<file path="src/rtl/ddg_ram.sv">
// generic single write port memory with registered read
module ddg_ram #(
    parameter int WIDTH = 8,
    parameter int DEPTH = 16
) (
    input  logic                     i_clk,
    input  logic                     i_we,
    input  logic [$clog2(DEPTH)-1:0] i_waddr,
    input  logic [WIDTH-1:0]         i_wdata,
    input  logic                     i_re,
    input  logic [$clog2(DEPTH)-1:0] i_raddr,
    output logic [WIDTH-1:0]         o_rdata
);
    logic [WIDTH-1:0] r_mem [DEPTH];
    logic [WIDTH-1:0] r_rdata;

    always_ff @(posedge i_clk) begin
        if (i_we) begin
            r_mem[i_waddr] <= i_wdata;
        end
        if (i_re) begin
            r_rdata <= r_mem[i_raddr];
        end
    end

    assign o_rdata = r_rdata;
endmodule

</file>
<file path="config.mk">
export PLATFORM = sky130hd
export DESIGN_NAME = ddg_ram
export DESIGN_NICKNAME = d
export VERILOG_FILES = /design/src/rtl/ddg_ram.sv
export SDC_FILE = /design/constraint.sdc
export NUM_CORES = 1
export LEC_CHECK = 0
export BUFFER_PORTS_ARGS = -buffer_cell sky130_fd_sc_hd__buf_2
export CORE_MARGIN = 2
export CORE_UTILIZATION = 50
export CTS_BUF_LIST = sky130_fd_sc_hd__clkbuf_16
export CTS_CLUSTER_DIAMETER = 150
export CTS_CLUSTER_SIZE = 14
export DETAILED_ROUTE_END_ITERATION = 8
export PLACE_DENSITY = 0.7
export SLEW_MARGIN = 5
export SYNTH_ARGS = -nofsm -noshare
export SYNTH_HDL_FRONTEND = slang
export SYNTH_SLANG_ARGS = --single-unit
</file>
<file path="constraint.sdc">
create_clock -name i_clk -period 1.8 [get_ports i_clk]
set_input_delay 0.18 -clock i_clk [delete_from_list [all_inputs] [get_ports i_clk]]
set_output_delay 0.18 -clock i_clk [all_outputs]
set_load 0.02 [all_outputs]
</file>
; After elaboration in Yosys (flattened, before gate mapping)
; Memory sizes are Yosys's and may differ from the RTL's. A register that Yosys moved wholly into a read port is not among the register bits.
; Index checks and enable logic that the tools add are counted.
[totals]
regBits = 0
latchBits = 0
ramBits = 128
mem_bits_ro = 0
input_bits = 19
output_inout_bits = 8
mem_count = 1
[memory_table]
columns = memory, depth, word_bits, rd, rd_clocked_by_memory_dff, wr, line_no
row1 = r_mem, 16, 8, 1, 1, 1, 14  ; logic [WIDTH-1:0] r_mem [DEPTH];
[classes]
n_addsub = 0
n_mul = 0
div_mod_pow = 0
order_cmp = 0
eq_ne = 0
shift = 0
n_mux = 2
bitwise_logic = 0
n_reduce_logical = 0
[ops]
columns = op, n
row1 = 1-bit 2-to-1 mux, 2

; Longest topological paths before layout
[depth]
depth_word = 2
depth_mapped = 5
depth_no_buf = 3

; Least setup slack after synthesis
; Ideal clock, no wire load.
[synth_path]
kind = input to register
start = input port i_waddr[2]
end = memory r_mem[0][0], enable pin
t_arrival_ps = 1290
required_ps = 1417
path_slack_ps = 127
stages = 2
n_path_buf = 0
cell_sequence = or3b_2 nor3_1
[synth_lines]
columns = item, line_no
row1 = from (decl), 8  ; input logic [$clog2(DEPTH)-1:0] i_waddr,
row2 = to (decl), 14
; No word-level cell before the write port.

==> impl_summary.txt <==
----------------------------------------------------
[Hold path]
  Worst hold-check path type ... input port to register
  Sink of the worst hold path ... o_rdata[2]
  HP Start ... i_re
  Hold path depth ... 1

[Synthesis]
  Avg Cell Area, Syn ... roughly 23 µm²
  Syn. warnings ... 0
  Main area contributors after synthesis ... sky130_fd_sc_hd__edfxtp_1 (78%), sky130_fd_sc_hd__mux4_2 (7.8%), sky130_fd_sc_hd__mux4_1 (7.0%)
  Post-synthesis register bit count ... 136
  Share of Yosys cell area claimed by the top area cell type ... 78.1%
  Sequential fraction of the synthesis area ... between 70% and 80%
  Nets in the synthesized netlist ... 248
  Post-synth top area cell ... sky130_fd_sc_hd__edfxtp_1
  Synth Cell Area ... around 0.0052 mm²
  Number of instances in the synthesized netlist ... 229
  Unique masters post-synth ... 18

[Power]
  Power density over cell area ... 1260 mW/mm²
  Clock power share ... around half
  Total design power ... between 7 and 8 mW
  Power share of the combinational group ... 4.3%
  Switching share of total power ... between 15 and 20%
  Switching Power ... ~1.4 mW
  Int Pwr ... approximately 6.6 mW
  Pleak ... 2.19 nW
  Relative contribution of sequential cells to total power ... around 45%
  VDD IR max ... 0.564 mV

[Setup path]
  Sort of element at the start of the critical path ... register
  Largest fanout on the critical path ... 1
  Buffering stage count on the worst path with inverters included ... 0
  Required time at the worst-slack endpoint ... approximately 1900 ps
  Worst R2R End ... o_rdata[7]
  Slowest cell on crit path ... sky130_fd_sc_hd__mux4_2
  Kind of critical path ... register to register
  Worst R2R Setup Slack ... 260 ps
  CP peak stage delay ... between 400 and 500 ps
  Chain of cells forming the critical path ... mux4_2, a22oi_1, nand2_1
  Source of the worst register-to-register timing path ... r_mem[10][7]
  Critical path data arrival time ... between 1500 and 2000 ps
  Worst r2r path cells ... 3
  Crit. End Element ... register
  Crit-path leading delay family ... multiplexers

[Detailed routing]
  First-pass iteration count of the detailed router ... 5
  WL final ... ~9.5 mm
  Top sig layer ... met4
  Routed length on met1 ... 3.98 mm
  Number of violations reported at the end of detailed-routing iteration 0 ... roughly 170
  Length of routed met2 wiring ... about 4.8 mm
  ANT nets after route ... 0
  Detail Route met3 WL ... ~600 µm
  Overall via count from detail_route ... 2451
  Wirelength per Cell ... ~22 µm
  Number of remaining DRC errors ... 0
  Vias per Instance ... between 5 and 6

[Run]
  Number of maximum-capacitance constraint violations ... 0

[Place]
  PortBufs ... 26
  Post-detailed-placement cell area ... around 0.0057 mm²
  Setup Slack @ Placement ... -38.2 ps
  HPWL after detailed placement ... 6.14 mm
  Routability-driven placement congestion ratio ... approximately 0.78

[Finish]
  Final core area utilization ... 62.1%
  Final net count ... slightly above 300
  Final standard cell area without fillers ... ~0.0064 mm²
  Layout area overhead ... 21.6%
  Number of diodes ... 0
  Number of inserted filler cells in the final layout ... 668
  Share of layout cells above drive strength 1 ... roughly 33%

[Die]
  Full die area ... roughly 0.011 mm²
  Floorplan die height ... ~110 µm
  Floorplan row count ... 37
  Initial core utilization ... between 50% and 60%
  Horiz. Die Dim ... about 110 µm
  Placeable core region ... approximately 0.010 mm²
  IO Count ... 27

[GRT]
  Global-route wire length before repair ... 14.8 mm
  GR Overflow Total ... 0
  Vias in the first global route ... between 2k and 3k
  Antenna violations before repair ... 0
  Pin count of the biggest net entering global routing ... 21
  Global routing usage summed across all routing layers ... 19.0%

[CTS]
  # clock sinks ... about 140
  Post-CTS setup repair buffer count ... 0
  Number of buffers inserted during clock tree synthesis ... 17
  Post-CTS Hold Buffers ... 0
  # H-tree levels ... 4
  Clock-pin slew on the worst setup and hold paths ... 60 ps
  Maximum clock path buffer count ... 2
  Clk Latency, worst-skew pair ... approximately 420 ps
  Gates resized, CTS repair ... 0
  Cell chosen for the clock root ... sky130_fd_sc_hd__clkbuf_16
  Clock tree from TritonCTS ... done

[Status]
  Run status ... complete, no violations

[Timing]
  Least-Margin Pin Slew ... 346 ps
  Final number of hold-violating endpoints ... 0
  Achievable Freq ... 649 MHz
  Clock period minus worst slack ... between 1500 and 2000 ps
  Maximum clock skew at final layout ... between 15 and 20 ps
  Period utilization ... 85.7%
  Final max-slew violation count ... 0
  RSZ-0062 raised after global routing ... false
  Final hold slack ... ~130 ps
  Total setup violations reported at the end of the flow ... 0
  PnR worst setup slack ... 258 ps
  Slew HR ... about three quarters

----------------------------------------------------
==> power groups by stage <==
stage / Clock [mW] / Sequential (mW) / Combinational (mW)
final: 4.05 / 3.59 / 0.345
after global routing: 4.22 / 3.60 / 0.378
after CTS: 4.09 / 3.59 / 0.354
after detailed placement: 0 / 3.65 / 0.349
after global placement: 0 / 3.65 / 0.343
after floorplan: 0 / 3.67 / 0.180
==> cells in the mapped netlist, drive strengths merged <==
cell	instances
a22oi	16
and2	1
and2b	1
buf	7
clkdlybuf4s25	3
edfxtp	136
mux4	32
nand2	9
nand2b	2
nand3	1
nand3b	2
nor2	13
nor2b	1
nor3	4
or3b	1
==> area by class of cell <==
type	count	area [µm²]	share of cell area [%]
sequential	136	4080	64.2
timing repair buffer	49	340	5.35
multi-input combinational	83	1060	16.6
clock buffer	17	425	6.69
tap	136	170	2.68
clock inverter	15	280	4.41
==> worst max-delay path by stage <==
stage,cells past startpoint,slack [ps],startpoint,to
floorplan,2,130,i_waddr[2],r_mem[0][0]
global placement,5,20,i_raddr[0],o_rdata[0]
detailed placement,5,-40,i_raddr[0],o_rdata[0]
CTS,3,250,r_mem[1][0],o_rdata[0]
global route,3,200,r_mem[10][7],o_rdata[7]
finish,3,260,r_mem[10][7],o_rdata[7]
==> state kept, by name (all words and copies together) (netlist names) <==
name and cells:
o_rdata 8, r_mem 128
==> through the flow <==
| step | instances | setup TNS [ps] |
|---|---|---|
| after floorplan | 229 | 0 |
| after global placement | 404 | 0 |
| after detailed placement | 404 | -38.2 |
| after CTS | 436 | 0 |
| after global routing | 436 | 0 |
| final | 436 | 0 |
==> placed cells by master, fill, tap and decap left out <==
master                       Yosys  routed
sky130_fd_sc_hd__or3b_2          1       1
sky130_fd_sc_hd__buf_4           1      20
sky130_fd_sc_hd__nand2b_1        2       2
sky130_fd_sc_hd__nor2b_1         1       1
sky130_fd_sc_hd__nand2_1         9       9
sky130_fd_sc_hd__buf_12          0       3
sky130_fd_sc_hd__nand3_1         1       1
sky130_fd_sc_hd__mux4_1         14      14
sky130_fd_sc_hd__bufinv_16       0       8
sky130_fd_sc_hd__mux4_2         18      18
sky130_fd_sc_hd__nor3_1          4       4
sky130_fd_sc_hd__a22oi_1        16      16
sky130_fd_sc_hd__and2b_1         1       1
sky130_fd_sc_hd__clkinv_2        0       4
sky130_fd_sc_hd__and2_1          1       1
sky130_fd_sc_hd__buf_2           3      26
sky130_fd_sc_hd__nor2_1         13      13
sky130_fd_sc_hd__clkinv_4        0       1
sky130_fd_sc_hd__edfxtp_1      136     136
sky130_fd_sc_hd__clkbuf_16       0      17
sky130_fd_sc_hd__nand3b_1        2       2
sky130_fd_sc_hd__inv_1           0       1
sky130_fd_sc_hd__clkinvlp_4      0       1
==> logic make-up after synthesis <==
kind of cell	share of synthesized area, %
mux	14.8
simple gates	3.14
flops	78.1
buf+inv	1.65
compound gates	2.30
==> routing by layer <==
metal,track usage (%),up-vias
li1,-,1102
met1,25.4,1247
met2,29.2,94
met3,5.46,8
met4,8.55,0
met5,0,-
Power figures use the tool's default switching activity.
