### src/rtl/ddg_pkg.sv
// shared types and constants of the tree walk sampler
package ddg_pkg;

    localparam int MAX_LEVELS_DEF = 128;
    localparam int MAX_ATOMS_DEF  = 256;
    localparam int LEAF_STORE_DEF = 4096;
    localparam int LIMIT_RST      = 128;

    localparam int SLOT_W  = 12;
    localparam int LEAVES_W = 9;
    localparam int NODES_W = 32;
    localparam int LEVEL_W = 7;
    localparam int ATOM_IN_W = 8;
    localparam int CFG_W   = 8;
    localparam int WORD_W  = 32;

    localparam int S_TDATA_W = 88;
    localparam int S_TUSER_W = 2;
    localparam int M_TDATA_W = 8;

    typedef enum logic [1:0] {
        KIND_LEVEL = 2'd0,
        KIND_LEAF  = 2'd1,
        KIND_BIT   = 2'd2,
        KIND_NONE  = 2'd3
    } t_kind;

    typedef struct packed {
        logic [SLOT_W-1:0]   first_slot;
        logic [LEAVES_W-1:0] leaf_cnt;
        logic [NODES_W-1:0]  node_cnt;
    } t_level_rec;

    typedef struct packed {
        logic emit_leaf;
        logic emit_ovr;
    } t_step_flags;

endpackage

### src/rtl/ddg_step.sv
// one step of the tree walk: doubling, level threshold, leaf hit, overrun and descent
module ddg_step #(
    parameter int MAX_LEVELS = ddg_pkg::MAX_LEVELS_DEF,
    parameter int LEAF_STORE = ddg_pkg::LEAF_STORE_DEF
) (
    input  logic [ddg_pkg::WORD_W-1:0]     i_offset,
    input  logic [ddg_pkg::WORD_W-1:0]     i_span,
    input  logic [$clog2(MAX_LEVELS)-1:0]  i_level,
    input  logic [$clog2(MAX_LEVELS):0]    i_limit,
    input  ddg_pkg::t_level_rec            i_rec,
    input  logic                           i_bit,
    output logic [ddg_pkg::WORD_W-1:0]     o_offset,
    output logic [ddg_pkg::WORD_W-1:0]     o_span,
    output logic [$clog2(MAX_LEVELS)-1:0]  o_level,
    output logic [$clog2(LEAF_STORE)-1:0]  o_leaf_addr,
    output ddg_pkg::t_step_flags           o_flags
);
    import ddg_pkg::*;

    localparam int LVL_AW  = $clog2(MAX_LEVELS);
    localparam int LEAF_AW = $clog2(LEAF_STORE);

    logic [WORD_W:0]   dbl_off;
    logic [WORD_W-1:0] off_d;
    logic [WORD_W-1:0] span_d;
    logic [WORD_W-1:0] leaves;
    logic [WORD_W-1:0] off_s;
    logic [WORD_W-1:0] span_s;
    logic [WORD_W-1:0] addr_sum;
    logic [LVL_AW:0]   nxt_lvl;
    logic              reached;
    logic              hit;
    logic              ovr;

    always_comb begin
        dbl_off  = {i_offset, i_bit};
        off_d    = dbl_off[WORD_W] ? '1 : dbl_off[WORD_W-1:0];
        span_d   = i_span[WORD_W-1] ? '1 : {i_span[WORD_W-2:0], 1'b0};
        leaves   = WORD_W'(i_rec.leaf_cnt);
        reached  = span_d >= i_rec.node_cnt;
        hit      = reached && (off_d < leaves);
        off_s    = reached ? off_d - leaves : off_d;
        span_s   = reached ? span_d - leaves : span_d;
        nxt_lvl  = {1'b0, i_level} + (LVL_AW+1)'(1);
        ovr      = !hit && (nxt_lvl >= i_limit);
        addr_sum = WORD_W'(i_rec.first_slot) + off_d;

        o_flags.emit_leaf = hit;
        o_flags.emit_ovr  = ovr;
        o_leaf_addr       = addr_sum[LEAF_AW-1:0];
        if (hit || ovr) begin
            o_offset = '0;
            o_span   = WORD_W'(1);
            o_level  = '0;
        end else begin
            o_offset = off_s;
            o_span   = span_s;
            o_level  = nxt_lvl[LVL_AW-1:0];
        end
    end
endmodule

### config.mk
export PLATFORM = sky130hd
export DESIGN_NAME = ddg_step
export DESIGN_NICKNAME = d
export VERILOG_FILES = /design/src/rtl/ddg_pkg.sv /design/src/rtl/ddg_step.sv
export SDC_FILE = /design/constraint.sdc
export NUM_CORES = 1
export LEC_CHECK = 0
export ABC_AREA = 1
export BUFFER_PORTS_ARGS = -buffer_cell sky130_fd_sc_hd__buf_4
export CORE_MARGIN = 2
export CORE_UTILIZATION = 45
export DETAILED_ROUTE_END_ITERATION = 16
export PLACE_DENSITY = 0.77
export SYNTH_ARGS = -nofsm -noshare
export SYNTH_HDL_FRONTEND = slang
export SYNTH_SLANG_ARGS = --single-unit
### constraint.sdc
create_clock -name vclk -period 3.05
set_input_delay 0.305 -clock vclk [all_inputs]
set_output_delay 0.305 -clock vclk [all_outputs]
set_load 0.01 [all_outputs]
=== After elaboration in Yosys (flattened, before gate mapping) ===
Index checks and enable logic that the tools add are counted.

* Memory bits (read-only): 0
* Memories: 0
* Memory bits (writable): 0
* Logic and storage cells: 18
* Latch bits: 0
* Input bits: 133
* Bits in registers: 0

* Add/sub/neg operators: 4
* Shift-type cells: 0
* Bitwise logic cells: 0
* Reductions and logical operators: 4
* Magnitude comparators: 3
* Div/mod/pow operators: 0
* Multipliers: 0
* Muxes and demuxes: 7
* Eq/ne operators: 0

{| class="wikitable"
|+ Operators by type and width
! kind !! count
|-
| 32-bit two-way mux || 6
|-
| 32-bit by 9-bit subtractor with 32-bit output || 2
|-
| 32-bit >= comparator || 1
|-
| 32-bit by 9-bit < comparator with 1-bit output || 1
|-
| 12-bit adder || 1
|-
| 7-bit by 1-bit adder with 8-bit output, second input constant || 1
|-
| 8-bit >= comparator || 1
|-
| 7-bit two-way mux || 1
|-
| 1-bit logical AND || 2
|-
| 1-bit zero test || 1
|-
| 1-bit logical OR || 1
|}

=== Longest topological paths before layout ===
* Depth in word-level cells: 7
* Depth in mapped cells: 19
* Gate-level depth less buffers: 17

=== Worst setup path before layout ===
Ideal clock, no wire load.

* Path kind: input to output
* Start point: input i_offset[31] in the netlist's numbering
* End point: output o_offset[0] in the netlist's numbering
* Required time: 2.745 ns
* Path buffers: 3
* Arrival: 2.510 ns
* Cell stages on the path: 17
* Slack: 0.235 ns
* Path through: buf_6 -> clkbuf_1 -> nor2_1 -> ha_1 -> fa_1 -> inv_1 -> nand3_1 -> nand3_1 -> nand2_1 -> nand2_1 -> nand2_1 -> nand3_1 -> nor2_2 -> nand2_2 -> nand2_4 -> buf_6 -> nor2_1

* Longest elaborated chain between the ends: 7
* Elaborated cells on any way between the ends: 9

{| class="wikitable"
|+ Ends and longest elaborated chain
! item !! line !! source
|-
| from (decl) || ddg_step.sv:6 || <nowiki>input logic [ddg_pkg::WORD_W-1:0] i_offset,</nowiki>
|-
| 32-bit two-way mux * || ddg_step.sv:37 || <nowiki>off_d = dbl_off[WORD_W] ? '1 : dbl_off[WORD_W-1:0];</nowiki>
|-
| 32-bit by 9-bit < comparator with 1-bit output || ddg_step.sv:41 || <nowiki>hit = reached && (off_d < leaves);</nowiki>
|-
| 1-bit logical AND || ddg_step.sv:41 ||
|-
| 1-bit zero test || ddg_step.sv:45 || <nowiki>ovr = !hit && (nxt_lvl >= i_limit);</nowiki>
|-
| 1-bit logical AND || ddg_step.sv:45 ||
|-
| 1-bit logical OR || ddg_step.sv:51 || <nowiki>if (hit || ovr) begin</nowiki>
|-
| 32-bit two-way mux * || ddg_step.sv:51 ||
|-
| to (decl) || ddg_step.sv:12 || <nowiki>output logic [ddg_pkg::WORD_W-1:0] o_offset,</nowiki>
|}

Mark *: on every way between the ends. The rest lies on a longest branch, timed or not.

=== Final worst setup path ===
* Start point: input i_span[31] in the netlist's numbering
* End point: output o_span[0] in the netlist's numbering

* Longest elaborated chain between the ends: 7
* Elaborated cells on any way between the ends: 9

{| class="wikitable"
|+ Ends and longest elaborated chain
! item !! line !! source
|-
| from (decl) || ddg_step.sv:7 || <nowiki>input logic [ddg_pkg::WORD_W-1:0] i_span,</nowiki>
|-
| 32-bit two-way mux * || ddg_step.sv:38 || <nowiki>span_d = i_span[WORD_W-1] ? '1 : {i_span[WORD_W-2:0], 1'b0};</nowiki>
|-
| 32-bit >= comparator || ddg_step.sv:40 || <nowiki>reached = span_d >= i_rec.node_cnt;</nowiki>
|-
| 1-bit logical AND || ddg_step.sv:41 ||
|-
| 1-bit zero test || ddg_step.sv:45 ||
|-
| 1-bit logical AND || ddg_step.sv:45 ||
|-
| 1-bit logical OR || ddg_step.sv:51 ||
|-
| 32-bit two-way mux * || ddg_step.sv:51 ||
|-
| to (decl) || ddg_step.sv:13 || <nowiki>output logic [ddg_pkg::WORD_W-1:0] o_span,</nowiki>
|}

Marks and branches as above.

==> impl_metrics.prom <==
# TYPE chip_impl_metric gauge
chip_impl_metric{name="width_of_the_die",unit="um"} 117
chip_impl_metric{name="routed_wl",unit="um"} 20600
chip_impl_metric{name="antennaDiodeCount",unit=""} 0
chip_impl_metric{name="min_delay_path_depth",unit=""} 3
chip_impl_metric{name="floorplan.die_area",unit="um2"} 13800
chip_impl_info{name="critical_path.cell_chain",value="buf_8, or2_2, ha_1, a21oi_1, nor2_1, nor2_1, nand2_1, nand2_1, nand2_1, nand2_1, buf_4, nand3_1, nand2_1, inv_1, nand2_1, buf_4"} 1
chip_impl_info{name="startpoint",value="i_span[31]"} 1
chip_impl_metric{name="net_count_of_the_mapped_netlist",unit=""} 1357
chip_impl_metric{name="postSynthAreaPerCell",unit="um2"} 5.03
chip_impl_metric{name="critPathMaxFanout",unit=""} 29
chip_impl_metric{name="worstPathRequired",unit="ps"} 2740
chip_impl_metric{name="grt_first_pass_wirelength",unit="um"} 33600
chip_impl_metric{name="placed_cells_incl_taps",unit=""} 1567
chip_impl_metric{name="overall_via_count_from_detail_route",unit=""} 7870
chip_impl_info{name="min_path_type",value="primary input to output pin"} 1
chip_impl_info{name="min-delay-start",value="i_level[0]"} 1
chip_impl_metric{name="vdd_ir_drop_max",unit="uV"} 118
chip_impl_info{name="timing.critical_path.from_type",value="primary input"} 1
chip_impl_metric{name="drtIter0Drc",unit=""} 605
chip_impl_metric{name="placementRows",unit=""} 41
chip_impl_metric{name="report.power.total",unit="mW"} 1.64
chip_impl_metric{name="place_worst_setup_slack",unit="ps"} 93.1
chip_impl_metric{name="period_minus_slack",unit="ps"} 2900
chip_impl_metric{name="place_hpwl",unit="um"} 17100
chip_impl_metric{name="worst_ep_arrival_time",unit="ps"} 2590
chip_impl_info{name="setup_repair_after_global_routing_missed_its_margin",value="false"} 1
chip_impl_metric{name="final_area",unit="um2"} 8010
chip_impl_info{name="min_delay_worst_endpoint",value="o_level[0]"} 1
chip_impl_metric{name="total_grt_overflow",unit=""} 0
chip_impl_info{name="setup.worst_path.class",value="primary input to output pin"} 1
chip_impl_metric{name="ant_nets",unit=""} 0
chip_impl_metric{name="global_route.usage.total",unit="%"} 28.2
chip_impl_metric{name="final_min_period_over_clock_period",unit="%"} 95.0
chip_impl_metric{name="power_per_cell_area",unit="nW/um2"} 205
chip_impl_metric{name="dieHeight",unit="um"} 117
chip_impl_metric{name="layout_setup_ws",unit="ps"} 153
chip_impl_metric{name="numSequentialCells",unit=""} 0
chip_impl_metric{name="synth_cells",unit=""} 1151
chip_impl_metric{name="starting_density_of_the_core",unit="%"} 46.0
chip_impl_metric{name="final-instance-count-excl-fill",unit=""} 1568
chip_impl_metric{name="synthesis.area",unit="um2"} 5780
chip_impl_metric{name="grt_pass1_vias",unit=""} 7176
chip_impl_metric{name="wire_per_inst",unit="um"} 13.1
chip_impl_metric{name="cp_slowest_stage_delay",unit="ps"} 340
chip_impl_metric{name="drc",unit=""} 0
chip_impl_metric{name="antenna_found_initial",unit=""} 0
chip_impl_metric{name="syn_to_final_growth",unit="%"} 38.4
chip_impl_metric{name="area_of_placed_instances",unit="um2"} 7940
chip_impl_metric{name="cts.repair_timing.setup_buffer_count",unit=""} 0
chip_impl_metric{name="cp_num_buf_inv",unit=""} 4
chip_impl_metric{name="final_layout_size_suffix_gt1_share",unit="%"} 24.0
chip_impl_metric{name="timing.hold.ws",unit="ps"} 892
chip_impl_metric{name="clkbuf_count",unit=""} 0
chip_impl_metric{name="layout.area.seq",unit="um2"} 0
chip_impl_info{name="setup.worst_path.end_class",value="output pin"} 1
chip_impl_metric{name="timing.fmax",unit="GHz"} 0.345
chip_impl_metric{name="yosysSeqAreaShare",unit="%"} 0
chip_impl_metric{name="final_util",unit="%"} 63.7
chip_impl_info{name="cp_common_cell",value="sky130_fd_sc_hd__nand2_1"} 1
chip_impl_metric{name="design.final.nets",unit=""} 1604
chip_impl_metric{name="yosys.cell_types.count",unit=""} 33
chip_impl_metric{name="vias_per_cell",unit=""} 5.02
chip_impl_metric{name="slew_violations",unit=""} 0
chip_impl_metric{name="globalplace.congestion",unit=""} 0.958
chip_impl_metric{name="synth_warnings",unit=""} 0
chip_impl_info{name="run_status",value="finished, final reports clean"} 1
chip_impl_metric{name="grt_max_degree",unit=""} 64
chip_impl_metric{name="drtPass1Iterations",unit=""} 5
chip_impl_metric{name="slew_headroom",unit="%"} 75.0
chip_impl_metric{name="timing.final.setup_violations",unit=""} 0
chip_impl_metric{name="io_buffers",unit=""} 218
chip_impl_metric{name="finalHoldViolCount",unit=""} 0
chip_impl_metric{name="cts_hold_buffers",unit=""} 0
chip_impl_info{name="cpLargestDelayFamily",value="simple AND/OR/NAND/NOR gates"} 1
chip_impl_metric{name="max_cap_violations",unit=""} 0
chip_impl_metric{name="fp.coreArea",unit="um2"} 12600
chip_impl_metric{name="floorplan.io_pins",unit=""} 218
chip_impl_metric{name="setup-tns-final",unit="ps"} 0
chip_impl_info{name="critical-path-slowest-cell",value="sky130_fd_sc_hd__or2_2"} 1
chip_impl_metric{name="p_leak",unit="nW"} 4.48
chip_impl_metric{name="worst-slew-pin-transition",unit="ps"} 374
[layer usage]
layer  vias to the layer above  share of wire [%]  wire, um  GRT usage (%)
met2                       302                 48      9940           51.3
met4                         0                1.4       282           4.29
met3                        20                6.6      1350           2.19
li1                       4098                  -         -              -
met1                      3450                 44      8990           36.9
met5                         -                  0         0              0
[power breakdown]
part / internal, mW / total (mW) / switching [mW]
Sequential: 0 / 0 / 0
Clock: 0 / 0 / 0
Combinational: 0.757 / 1.64 / 0.881
Total: 0.757 / 1.64 / 0.881
[worst max-delay path by stage]
stage	endpoint	slack (ps)	depth (start not counted)
5_1_grt	o_span[0]	2	16
3_5_place_dp	o_span[3]	90	14
6_report	o_span[0]	150	16
2_1_floorplan	o_offset[0]	240	17
4_1_cts	o_span[3]	90	14
3_3_place_gp	o_span[3]	70	14
[repair_timing]
item | in CTS | in global routing
endpoints found under the hold margin | 0 | 0
setup endpoints to repair | 0 | 71
resized for setup | 0 | 12
[cell usage after synthesis, drive strengths merged]
cell	n	area share, %
a211oi	1	0.13
inv	174	11
nand3	95	8.2
a21oi	41	3.5
xor2	22	3.3
or2	14	1.5
clkbuf	15	0.97
o21ai	34	2.9
nand2	377	25
ha	70	15
o21a	2	0.26
fa	3	1.0
o211ai	1	0.13
nand4	32	3.5
nor3	8	1.1
and2	2	0.24
nor2	214	15
xnor2	18	2.7
a21o	4	0.52
o2111ai	2	0.30
buf	17	2.6
nand3b	5	0.65
[logic make-up (layout without fill, tap and decap cells)]
kind of cell | after synthesis | after routing | share of synthesized area (%)
AOI/OAI and AO/OA | 85 | 85 | 7.83
xor gates and xnor gates | 40 | 40 | 6.06
adders and majority gates | 73 | 73 | 16.2
buffers and inverters | 206 | 451 | 14.8
and+or+nand+nor | 747 | 747 | 55.1
[final cells by class]
class / count / area [um2]
fill: 1332 / 4560
inverter: 174 / 653
multi-input combinational: 945 / 4970
tap: 172 / 215
timing repair buffer: 277 / 2170
[tightest hold or removal path, cell delays in order]
cell	delay [ps]
sky130_fd_sc_hd__buf_4	110
sky130_fd_sc_hd__nor2_1	40
sky130_fd_sc_hd__buf_4	130
[placed cells by master, fill, tap and decap left out, types with 2 or more instances in the layout]
cell                        count
sky130_fd_sc_hd__o21ai_0       33
sky130_fd_sc_hd__nand2_2        2
sky130_fd_sc_hd__o2111ai_1      2
sky130_fd_sc_hd__xnor2_1       18
sky130_fd_sc_hd__ha_1          70
sky130_fd_sc_hd__buf_12         5
sky130_fd_sc_hd__inv_1        172
sky130_fd_sc_hd__nand3_2        2
sky130_fd_sc_hd__nor2_1       185
sky130_fd_sc_hd__nand3b_1       5
sky130_fd_sc_hd__a21oi_1       40
sky130_fd_sc_hd__nand2_4        2
sky130_fd_sc_hd__nor3_2         3
sky130_fd_sc_hd__inv_2          2
sky130_fd_sc_hd__nor2_4         4
sky130_fd_sc_hd__buf_4        270
sky130_fd_sc_hd__fa_1           3
sky130_fd_sc_hd__o21a_1         2
sky130_fd_sc_hd__nand3_1       93
sky130_fd_sc_hd__nor3_1         4
sky130_fd_sc_hd__nand4_1       32
sky130_fd_sc_hd__or2_2         14
sky130_fd_sc_hd__xor2_1        22
sky130_fd_sc_hd__nor2_2        25
sky130_fd_sc_hd__a21o_1         4
sky130_fd_sc_hd__nand2_1      373
Power figures use the tool's default switching activity.
